File: config.mk
export PLATFORM = sky130hd
export DESIGN_NAME = tcp_connection_fsm_top
export DESIGN_NICKNAME = d
export VERILOG_FILES = /design/src/rtl/tcfsm_pkg.sv /design/src/rtl/tcp_connection_fsm_top.sv /design/src/rtl/tcfsm_in_stage.sv /design/src/rtl/tcfsm_core.sv /design/src/rtl/tcfsm_out_stage.sv
export SDC_FILE = /design/constraint.sdc
export NUM_CORES = 1
export LEC_CHECK = 0
export BUFFER_PORTS_ARGS = -buffer_cell sky130_fd_sc_hd__buf_2
export CAP_MARGIN = 20
export CORE_MARGIN = 4
export CORE_UTILIZATION = 50
export DETAILED_ROUTE_END_ITERATION = 10
export GPL_ROUTABILITY_DRIVEN = 0
export MAX_ROUTING_LAYER = met4
export PLACE_DENSITY = 0.7
export SLEW_MARGIN = 20
export SYNTH_ARGS = -nofsm -noshare
export SYNTH_HDL_FRONTEND = slang
export SYNTH_HIERARCHICAL = 1
export SYNTH_SLANG_ARGS = --single-unit
File: constraint.sdc
create_clock -name clk -period 3.7 [get_ports clk]
set_clock_uncertainty 0.05 [all_clocks]
set_input_delay 0.74 -clock clk [delete_from_list [all_inputs] [get_ports clk]]
set_output_delay 0.74 -clock clk [all_outputs]
set_load 0.01 [all_outputs]
File: src/rtl/tcfsm_pkg.sv
`default_nettype none
package tcfsm_pkg;

  localparam logic [2:0] CMD_CONNECT  = 3'd0;
  localparam logic [2:0] CMD_SHUTDOWN = 3'd1;
  localparam logic [2:0] CMD_CLOSE    = 3'd2;
  localparam logic [2:0] CMD_SEGMENT  = 3'd3;
  localparam logic [2:0] CMD_TIMER    = 3'd4;
  localparam logic [2:0] CMD_RX_AFTER = 3'd5;

  localparam logic [2:0] TID_RETX      = 3'd0;
  localparam logic [2:0] TID_LAST_KILL = 3'd4;

  localparam logic [2:0] SK_NONE    = 3'd0;
  localparam logic [2:0] SK_SYN     = 3'd1;
  localparam logic [2:0] SK_SYN_ACK = 3'd2;
  localparam logic [2:0] SK_ACK     = 3'd3;
  localparam logic [2:0] SK_FIN     = 3'd4;
  localparam logic [2:0] SK_RST     = 3'd5;
  localparam logic [2:0] SK_RESEND  = 3'd6;

  localparam logic [1:0] TA_KEEP    = 2'd0;
  localparam logic [1:0] TA_STOP    = 2'd1;
  localparam logic [1:0] TA_RESTART = 2'd2;

  typedef enum logic [9:0] {
    ST_CLOSED       = 10'b00_0000_0001,
    ST_SYN_SENT     = 10'b00_0000_0010,
    ST_SYN_RCVD     = 10'b00_0000_0100,
    ST_ESTABLISHED  = 10'b00_0000_1000,
    ST_FIN_WAIT_1   = 10'b00_0001_0000,
    ST_FIN_WAIT_2   = 10'b00_0010_0000,
    ST_CLOSING      = 10'b00_0100_0000,
    ST_TIME_WAIT    = 10'b00_1000_0000,
    ST_CLOSE_WAIT   = 10'b01_0000_0000,
    ST_FIN_ACK_WAIT = 10'b10_0000_0000
  } phase_t;

  typedef struct packed {
    logic [2:0] cmd;
    logic       seg_syn;
    logic       seg_ack;
    logic       seg_fin;
    logic       seg_rst;
    logic       window_empty;
    logic       fast_retransmit;
    logic [2:0] timer_id;
  } event_t;

  typedef struct packed {
    logic [2:0] send_kind;
    logic [1:0] retx_timer_action;
    logic [1:0] hs_timer_action;
    logic [1:0] fin_timer_action;
    logic       close_timer_start;
    logic       time_wait_start;
    logic       teardown;
    logic [3:0] conn_state;
    logic       cmd_error;
  } result_t;

  function automatic logic [3:0] phase_code(phase_t p);
    logic [3:0] c;
    c = 4'd0;
    unique case (p)
      ST_CLOSED:       c = 4'd0;
      ST_SYN_SENT:     c = 4'd1;
      ST_SYN_RCVD:     c = 4'd2;
      ST_ESTABLISHED:  c = 4'd3;
      ST_FIN_WAIT_1:   c = 4'd4;
      ST_FIN_WAIT_2:   c = 4'd5;
      ST_CLOSING:      c = 4'd6;
      ST_TIME_WAIT:    c = 4'd7;
      ST_CLOSE_WAIT:   c = 4'd8;
      ST_FIN_ACK_WAIT: c = 4'd9;
      default:         c = 4'd0;
    endcase
    return c;
  endfunction

endpackage
`default_nettype wire

File: src/rtl/tcp_connection_fsm_top.sv
// Per-connection TCP state machine that takes one event item at a time.
// The input channel (in_valid/in_ready) carries one event: an application
// connect, shutdown or close, a received segment with its flags and the
// send-window status, a timer expiry, or data arriving after close.
// The result channel (out_valid/out_ready) returns exactly one item per
// event: the segment to send, timer actions, time-wait and close-timer
// starts, a teardown pulse, the state after the event and an error flag.
// An accepted item is held in the input register, is decoded against the
// connection state and lands in the result register, which offers it on
// out_valid. One item per cycle is sustained while out_ready stays high;
// the state update between the two registers is combinational and sets
// that figure. If the receiver stalls, the result register holds its item,
// the input register fills, and in_ready drops until out_ready returns.
// Reset empties both registers and returns the connection to CLOSED with
// the torn-down and application-closed flags cleared.
`default_nettype none
module tcp_connection_fsm_top (
  input  wire        clk,
  input  wire        rst_n,
  input  wire        in_valid,
  output logic       in_ready,
  input  wire  [2:0] in_cmd,
  input  wire        in_seg_syn,
  input  wire        in_seg_ack,
  input  wire        in_seg_fin,
  input  wire        in_seg_rst,
  input  wire        in_window_empty,
  input  wire        in_fast_retransmit,
  input  wire  [2:0] in_timer_id,
  output logic       out_valid,
  input  wire        out_ready,
  output logic [2:0] out_send_kind,
  output logic [1:0] out_retx_timer_action,
  output logic [1:0] out_hs_timer_action,
  output logic [1:0] out_fin_timer_action,
  output logic       out_close_timer_start,
  output logic       out_time_wait_start,
  output logic       out_teardown,
  output logic [3:0] out_conn_state,
  output logic       out_cmd_error
);
  import tcfsm_pkg::*;

  event_t  in_event;
  event_t  ev;
  logic    ev_valid;
  logic    res_ready;
  logic    go;
  result_t res;
  result_t out_res;

  assign in_event = {in_cmd, in_seg_syn, in_seg_ack, in_seg_fin, in_seg_rst,
                     in_window_empty, in_fast_retransmit, in_timer_id};

  assign go = ev_valid && res_ready;

  tcfsm_in_stage u_in (
    .clk      (clk),
    .rst_n    (rst_n),
    .in_valid (in_valid),
    .in_ready (in_ready),
    .in_event (in_event),
    .ev_valid (ev_valid),
    .ev_take  (go),
    .ev       (ev)
  );

  tcfsm_core u_core (
    .clk   (clk),
    .rst_n (rst_n),
    .go    (go),
    .ev    (ev),
    .res   (res)
  );

  tcfsm_out_stage u_out (
    .clk       (clk),
    .rst_n     (rst_n),
    .res_valid (ev_valid),
    .res_ready (res_ready),
    .res       (res),
    .out_valid (out_valid),
    .out_ready (out_ready),
    .out_res   (out_res)
  );

  assign out_send_kind         = out_res.send_kind;
  assign out_retx_timer_action = out_res.retx_timer_action;
  assign out_hs_timer_action   = out_res.hs_timer_action;
  assign out_fin_timer_action  = out_res.fin_timer_action;
  assign out_close_timer_start = out_res.close_timer_start;
  assign out_time_wait_start   = out_res.time_wait_start;
  assign out_teardown          = out_res.teardown;
  assign out_conn_state        = out_res.conn_state;
  assign out_cmd_error         = out_res.cmd_error;

endmodule
`default_nettype wire

File: src/rtl/tcfsm_in_stage.sv
`default_nettype none
module tcfsm_in_stage (
  input  wire                   clk,
  input  wire                   rst_n,
  input  wire                   in_valid,
  output logic                  in_ready,
  input  tcfsm_pkg::event_t     in_event,
  output logic                  ev_valid,
  input  wire                   ev_take,
  output tcfsm_pkg::event_t     ev
);
  import tcfsm_pkg::*;

  logic   valid_r;
  event_t ev_r;

  assign in_ready = !valid_r || ev_take;
  assign ev_valid = valid_r;
  assign ev       = ev_r;

  always_ff @(posedge clk) begin
    if (!rst_n) begin
      valid_r <= 1'b0;
    end else if (in_ready) begin
      valid_r <= in_valid;
    end
  end

  always_ff @(posedge clk) begin
    if (in_valid && in_ready) begin
      ev_r <= in_event;
    end
  end

endmodule
`default_nettype wire

File: src/rtl/tcfsm_core.sv
`default_nettype none
module tcfsm_core (
  input  wire                   clk,
  input  wire                   rst_n,
  input  wire                   go,
  input  tcfsm_pkg::event_t     ev,
  output tcfsm_pkg::result_t    res
);
  import tcfsm_pkg::*;

  phase_t phase_r, phase_nxt;
  logic   torn_r, torn_nxt;
  logic   app_closed_r, app_closed_nxt;
  logic   closing;
  logic   down;

  assign closing = (phase_r == ST_FIN_WAIT_1) || (phase_r == ST_FIN_WAIT_2) ||
                   (phase_r == ST_TIME_WAIT) || (phase_r == ST_CLOSING) ||
                   (phase_r == ST_FIN_ACK_WAIT);

  always_comb begin
    phase_nxt      = phase_r;
    torn_nxt       = torn_r;
    app_closed_nxt = app_closed_r;
    res            = '0;
    down           = 1'b0;
    if (!torn_r) begin
      unique case (ev.cmd)
        CMD_CONNECT: begin
          if (phase_r != ST_CLOSED) begin
            res.cmd_error = 1'b1;
          end else begin
            phase_nxt             = ST_SYN_SENT;
            res.send_kind         = SK_SYN;
            res.retx_timer_action = TA_RESTART;
            res.hs_timer_action   = TA_RESTART;
          end
        end
        CMD_SHUTDOWN, CMD_CLOSE: begin
          if (!closing) begin
            if (phase_r == ST_ESTABLISHED || phase_r == ST_CLOSE_WAIT) begin
              phase_nxt = (phase_r == ST_ESTABLISHED) ? ST_FIN_WAIT_1 : ST_FIN_ACK_WAIT;
              res.send_kind         = SK_FIN;
              res.retx_timer_action = TA_RESTART;
              res.fin_timer_action  = TA_RESTART;
            end else begin
              res.cmd_error = 1'b1;
            end
          end
          if (ev.cmd == CMD_CLOSE) begin
            app_closed_nxt = 1'b1;
          end
        end
        CMD_SEGMENT: begin
          priority if (ev.seg_syn && !ev.seg_ack) begin
            if (!ev.window_empty) begin
              res.send_kind = SK_RESEND;
            end else begin
              res.send_kind         = SK_SYN_ACK;
              res.retx_timer_action = TA_RESTART;
              res.hs_timer_action   = TA_RESTART;
              phase_nxt             = ST_SYN_RCVD;
            end
          end else if (ev.seg_syn) begin
            if (phase_r == ST_SYN_SENT) begin
              res.hs_timer_action = TA_STOP;
              if (ev.window_empty) begin
                res.retx_timer_action = TA_STOP;
              end
              phase_nxt = ST_ESTABLISHED;
            end
            res.send_kind = SK_ACK;
          end else if (ev.seg_fin) begin
            if (phase_r == ST_ESTABLISHED) begin
              phase_nxt = ST_CLOSE_WAIT;
            end else if (phase_r == ST_FIN_WAIT_2) begin
              phase_nxt           = ST_TIME_WAIT;
              res.time_wait_start = 1'b1;
            end else if (phase_r == ST_FIN_WAIT_1) begin
              phase_nxt = ST_CLOSING;
            end
            res.send_kind = SK_ACK;
          end else if (ev.seg_ack) begin
            if (ev.fast_retransmit) begin
              res.send_kind = SK_RESEND;
            end
            res.retx_timer_action = ev.window_empty ? TA_STOP : TA_RESTART;
            priority if (phase_r == ST_SYN_RCVD) begin
              phase_nxt           = ST_ESTABLISHED;
              res.hs_timer_action = TA_STOP;
            end else if (phase_r == ST_FIN_WAIT_1 && ev.window_empty) begin
              phase_nxt            = ST_FIN_WAIT_2;
              res.fin_timer_action = TA_STOP;
            end else if (phase_r == ST_FIN_ACK_WAIT && ev.window_empty) begin
              phase_nxt            = ST_CLOSED;
              res.fin_timer_action = TA_STOP;
              down                 = 1'b1;
            end else if (phase_r == ST_CLOSING && ev.window_empty) begin
              phase_nxt           = ST_TIME_WAIT;
              res.time_wait_start = 1'b1;
            end else begin
            end
          end else if (ev.seg_rst) begin
            down = 1'b1;
          end else begin
            res.send_kind = SK_ACK;
          end
        end
        CMD_TIMER: begin
          if (ev.timer_id == TID_RETX) begin
            if (!ev.window_empty) begin
              res.send_kind = SK_RESEND;
            end
          end else if (ev.timer_id <= TID_LAST_KILL) begin
            down = 1'b1;
          end
        end
        CMD_RX_AFTER: begin
          if (app_closed_r) begin
            phase_nxt             = ST_CLOSED;
            res.close_timer_start = 1'b1;
            res.send_kind         = SK_RST;
          end
        end
        default: begin
        end
      endcase
      if (down) begin
        torn_nxt              = 1'b1;
        res.retx_timer_action = TA_STOP;
      end
    end
    res.teardown   = down;
    res.conn_state = phase_code(phase_nxt);
  end

  always_ff @(posedge clk) begin
    if (!rst_n) begin
      phase_r      <= ST_CLOSED;
      torn_r       <= 1'b0;
      app_closed_r <= 1'b0;
    end else if (go) begin
      phase_r      <= phase_nxt;
      torn_r       <= torn_nxt;
      app_closed_r <= app_closed_nxt;
    end
  end

endmodule
`default_nettype wire

File: src/rtl/tcfsm_out_stage.sv
`default_nettype none
module tcfsm_out_stage (
  input  wire                   clk,
  input  wire                   rst_n,
  input  wire                   res_valid,
  output logic                  res_ready,
  input  tcfsm_pkg::result_t    res,
  output logic                  out_valid,
  input  wire                   out_ready,
  output tcfsm_pkg::result_t    out_res
);
  import tcfsm_pkg::*;

  logic    valid_r;
  result_t res_r;

  assign res_ready = !valid_r || out_ready;
  assign out_valid = valid_r;
  assign out_res   = res_r;

  always_ff @(posedge clk) begin
    if (!rst_n) begin
      valid_r <= 1'b0;
    end else if (res_ready) begin
      valid_r <= res_valid;
    end
  end

  always_ff @(posedge clk) begin
    if (res_valid && res_ready) begin
      res_r <= res;
    end
  end

endmodule
`default_nettype wire

==> impl_metrics.toml <==
[final_layout]
syn_to_final_growth_pct = 10.5
final_core_utilization = 0.579
drive_gt1_frac = 0.208
diodes = 0
design.final.nets = 362

[yosys]
synth_nets = 339
post_synth_num_cell_types = 72
syn-instance-count = 322
ys_seq_area_frac = 0.394
ys.flop_type = "sky130_fd_sc_hd__edfxtp_1"
synthesis.yosys.warnings = 6
postSynthAreaPerCell_um2 = 9.07
synth.ff_latch_count = 43
synthesis.area_mm2 = 0.00292
synth_enable_flop_cells = 29
synthArstFlopShare = 0

[global_route]
first_global_vias = 2358
grt_use_met1 = 0.280
wire_length_of_the_first_global_routing_pass_um = 11800
grt.met2_usage = 0.322
grt_antenna_before_repair = 0
grt_usage = 0.212
maximum_number_of_pins_on_one_net_before_global_route_repair = 18
grt_met3_use = 0.0422
grt_overflow = 0
grt.busiest_layer = "met2"

[placement]
place_worst_setup_slack_ps = 456
port_buffers = 34
total_half_perimeter_wirelength_after_legalization_and_detailed_placement_um = 5490

[critical_path]
cp_max_fo = 13
timing.critical_path.from = "u_core/phase_r[6]$_SDFFE_PN0P_"
cp.arrival_ps = 3400
reg2reg_from = "u_core/phase_r[6]$_SDFFE_PN0P_"
worstSetupPathType = "register to register"
timing.critical_path.to_type = "register"
cp_data_required_time_ps = 3800
worst_setup_path_start_kind = "register"

[sta]
report.final.setup_viol = 0
final_critical_path_setup_slack_ps = 396
layout_worst_path_cycle_share = 0.893
timing_hold_violations_final = 0
final_period_minus_worst_setup_slack_ps = 3300
setup_repair_after_global_routing_missed_its_margin = "false"
worst_hold_slack_ps = 456
totalNegativeSetupSlack_ps = 0
drv_slew = 0
slew_headroom = 0.391
worst-slew-pin-transition_ps = 905
fmaxAchievable_mhz = 303

[clocking]
tritoncts = "built"
cts.htree.levels = 2
cts-root-to-sink-buffers = 2
post_cts.resized_instances = 0
clock_latency_ps = 300
ctsRootBufferMaster = "sky130_fd_sc_hd__clkbuf_8"
cts_made_buffers = 5
clock-sinks = 43
cts_setup_buffers = 0
cts.hold.buffers_added = 0
reg_clk_slew_reported_paths_ps = 90

[route]
ant_nets = 0
detail_route.wl_per_cell_um = 18.0
number_of_drc_markers_in_iteration_0 = 527
routed-via-count = 2720
detail_route.first_pass.iterations = 6
routed_via_density = 6.51
routed_wl_um = 7510
detail_route.drc_violations = 0

[power]
leakagePower_uw = 0.00120
power_density_mw_per_mm2 = 329
ir_worst_vdd_uv = 165

[flow_run]
cap_viol_max_count = 0

[hold_path]
worst_hold_startpoint = "u_out/out_valid$_SDFFE_PN0P_"
hold_path_class = "register to register"

[floorplanning]
die_h_um = 84.4
die-area_mm2 = 0.00713
top_level_ports = 35
initial_core_util = 0.524
row_count = 27
design.core.area_mm2 = 0.00557
die_width_um = 84.4

[outcome]
run_status = "complete, no violations"
[layout make-up]
cell class	instances	area [um2]
Timing Repair Buffer	45	253
Multi-Input combinational cell	243	1610
Clock buffer	5	68.8
Fill cell	501	2340
Clock inverter	3	26.3
Tap cell	72	90.1
Sequential cell	43	1150
Inverter	7	26.3
[final timing paths]
check | to | cells past startpoint | slack [ps]
max | u_out/out_res[3]$_DFFE_PP_ | 8 | 400
min reg2reg | u_out/out_valid$_SDFFE_PN0P_ | 2 | 460
min | u_out/out_valid$_SDFFE_PN0P_ | 2 | 460
max reg2reg | u_out/out_res[3]$_DFFE_PP_ | 8 | 400
[cells by family after synthesis]
kind of cell,count (synthesis),share of synthesized area
AO/OA/AOI/OAI,71,0.172
adder cells (fa/ha/maj),1,0.00428
AND/OR/NAND/NOR,146,0.294
XOR/XNOR,11,0.0330
flip-flops,43,0.394
buffers and inverters,36,0.0535
multiplexers,14,0.0493
[where the power goes]
group	switching, uW	total [uW]	internal, uW
registers	27.1	567	540
clock network	181	321	140
logic	102	175	73.5
[registers in the layout, summed over array words and instances (netlist names)]
name,count
u_out/out_valid,1
u_core/phase_r,10
u_core/torn_r,1
u_in/ev_valid,1
u_in/ev,12
u_out/out_res,17
u_core/app_closed_r,1
[metrics by stage]
stage                     instances  cell area (um2)  power [uW]
after floorplan                 322             2920         693
after global placement          410             3130         747
after detailed placement        410             3130         748
after CTS                       418             3230        1070
after global routing            418             3230        1110
final                           418             3230        1060
[per-layer routing]
layer	up-vias	share of wire	wire (um)
met3	36	0.12	878
met4	0	0.038	289
met2	191	0.44	3290
met5	-	0	0
li1	1249	-	-
met1	1244	0.41	3050
[placed cells by master, fill, tap and decap left out, types with 4 or more instances in the layout]
cell type,n
sky130_fd_sc_hd__nor2_1,28
sky130_fd_sc_hd__nand3_1,11
sky130_fd_sc_hd__buf_4,11
sky130_fd_sc_hd__or3_1,4
sky130_fd_sc_hd__nand4_1,4
sky130_fd_sc_hd__nor3_1,17
sky130_fd_sc_hd__or4_1,4
sky130_fd_sc_hd__nor4_1,4
sky130_fd_sc_hd__buf_2,34
sky130_fd_sc_hd__nand2b_1,4
sky130_fd_sc_hd__xor2_1,4
sky130_fd_sc_hd__a21oi_1,15
sky130_fd_sc_hd__xnor2_1,7
sky130_fd_sc_hd__nor2b_1,17
sky130_fd_sc_hd__mux2i_1,11
sky130_fd_sc_hd__o21ai_0,13
sky130_fd_sc_hd__a31oi_1,6
sky130_fd_sc_hd__nand4b_1,4
sky130_fd_sc_hd__clkbuf_8,5
sky130_fd_sc_hd__edfxtp_1,29
sky130_fd_sc_hd__nand2_1,20
sky130_fd_sc_hd__dfxtp_1,14
sky130_fd_sc_hd__inv_1,7
[worst max-delay path, cell delays in order (launching register included)]
cell	delay (ps)
sky130_fd_sc_hd__dfxtp_1	450
sky130_fd_sc_hd__or3_1	550
sky130_fd_sc_hd__or4_1	620
sky130_fd_sc_hd__and3b_1	220
sky130_fd_sc_hd__o41a_1	310
sky130_fd_sc_hd__or3b_1	430
sky130_fd_sc_hd__nor2_1	220
sky130_fd_sc_hd__nand3_1	120
sky130_fd_sc_hd__a31oi_1	180
[synth_stat cells, types with 7 or more instances]
cell type                  number  share of area
sky130_fd_sc_hd__mux2i_1       11          0.038
sky130_fd_sc_hd__nand3_1       11          0.019
sky130_fd_sc_hd__xnor2_1        7          0.021
sky130_fd_sc_hd__a21oi_1       15          0.026
sky130_fd_sc_hd__inv_1          7         0.0090
sky130_fd_sc_hd__nor3_1        17          0.029
sky130_fd_sc_hd__nor2_1        28          0.036
sky130_fd_sc_hd__edfxtp_1      29           0.30
sky130_fd_sc_hd__o21ai_0       13          0.022
sky130_fd_sc_hd__nor2b_1       17          0.036
sky130_fd_sc_hd__clkbuf_1      20          0.026
sky130_fd_sc_hd__dfxtp_1       14          0.096
sky130_fd_sc_hd__nand2_1       20          0.026
Note: power is estimated with default switching activity, not from simulation.
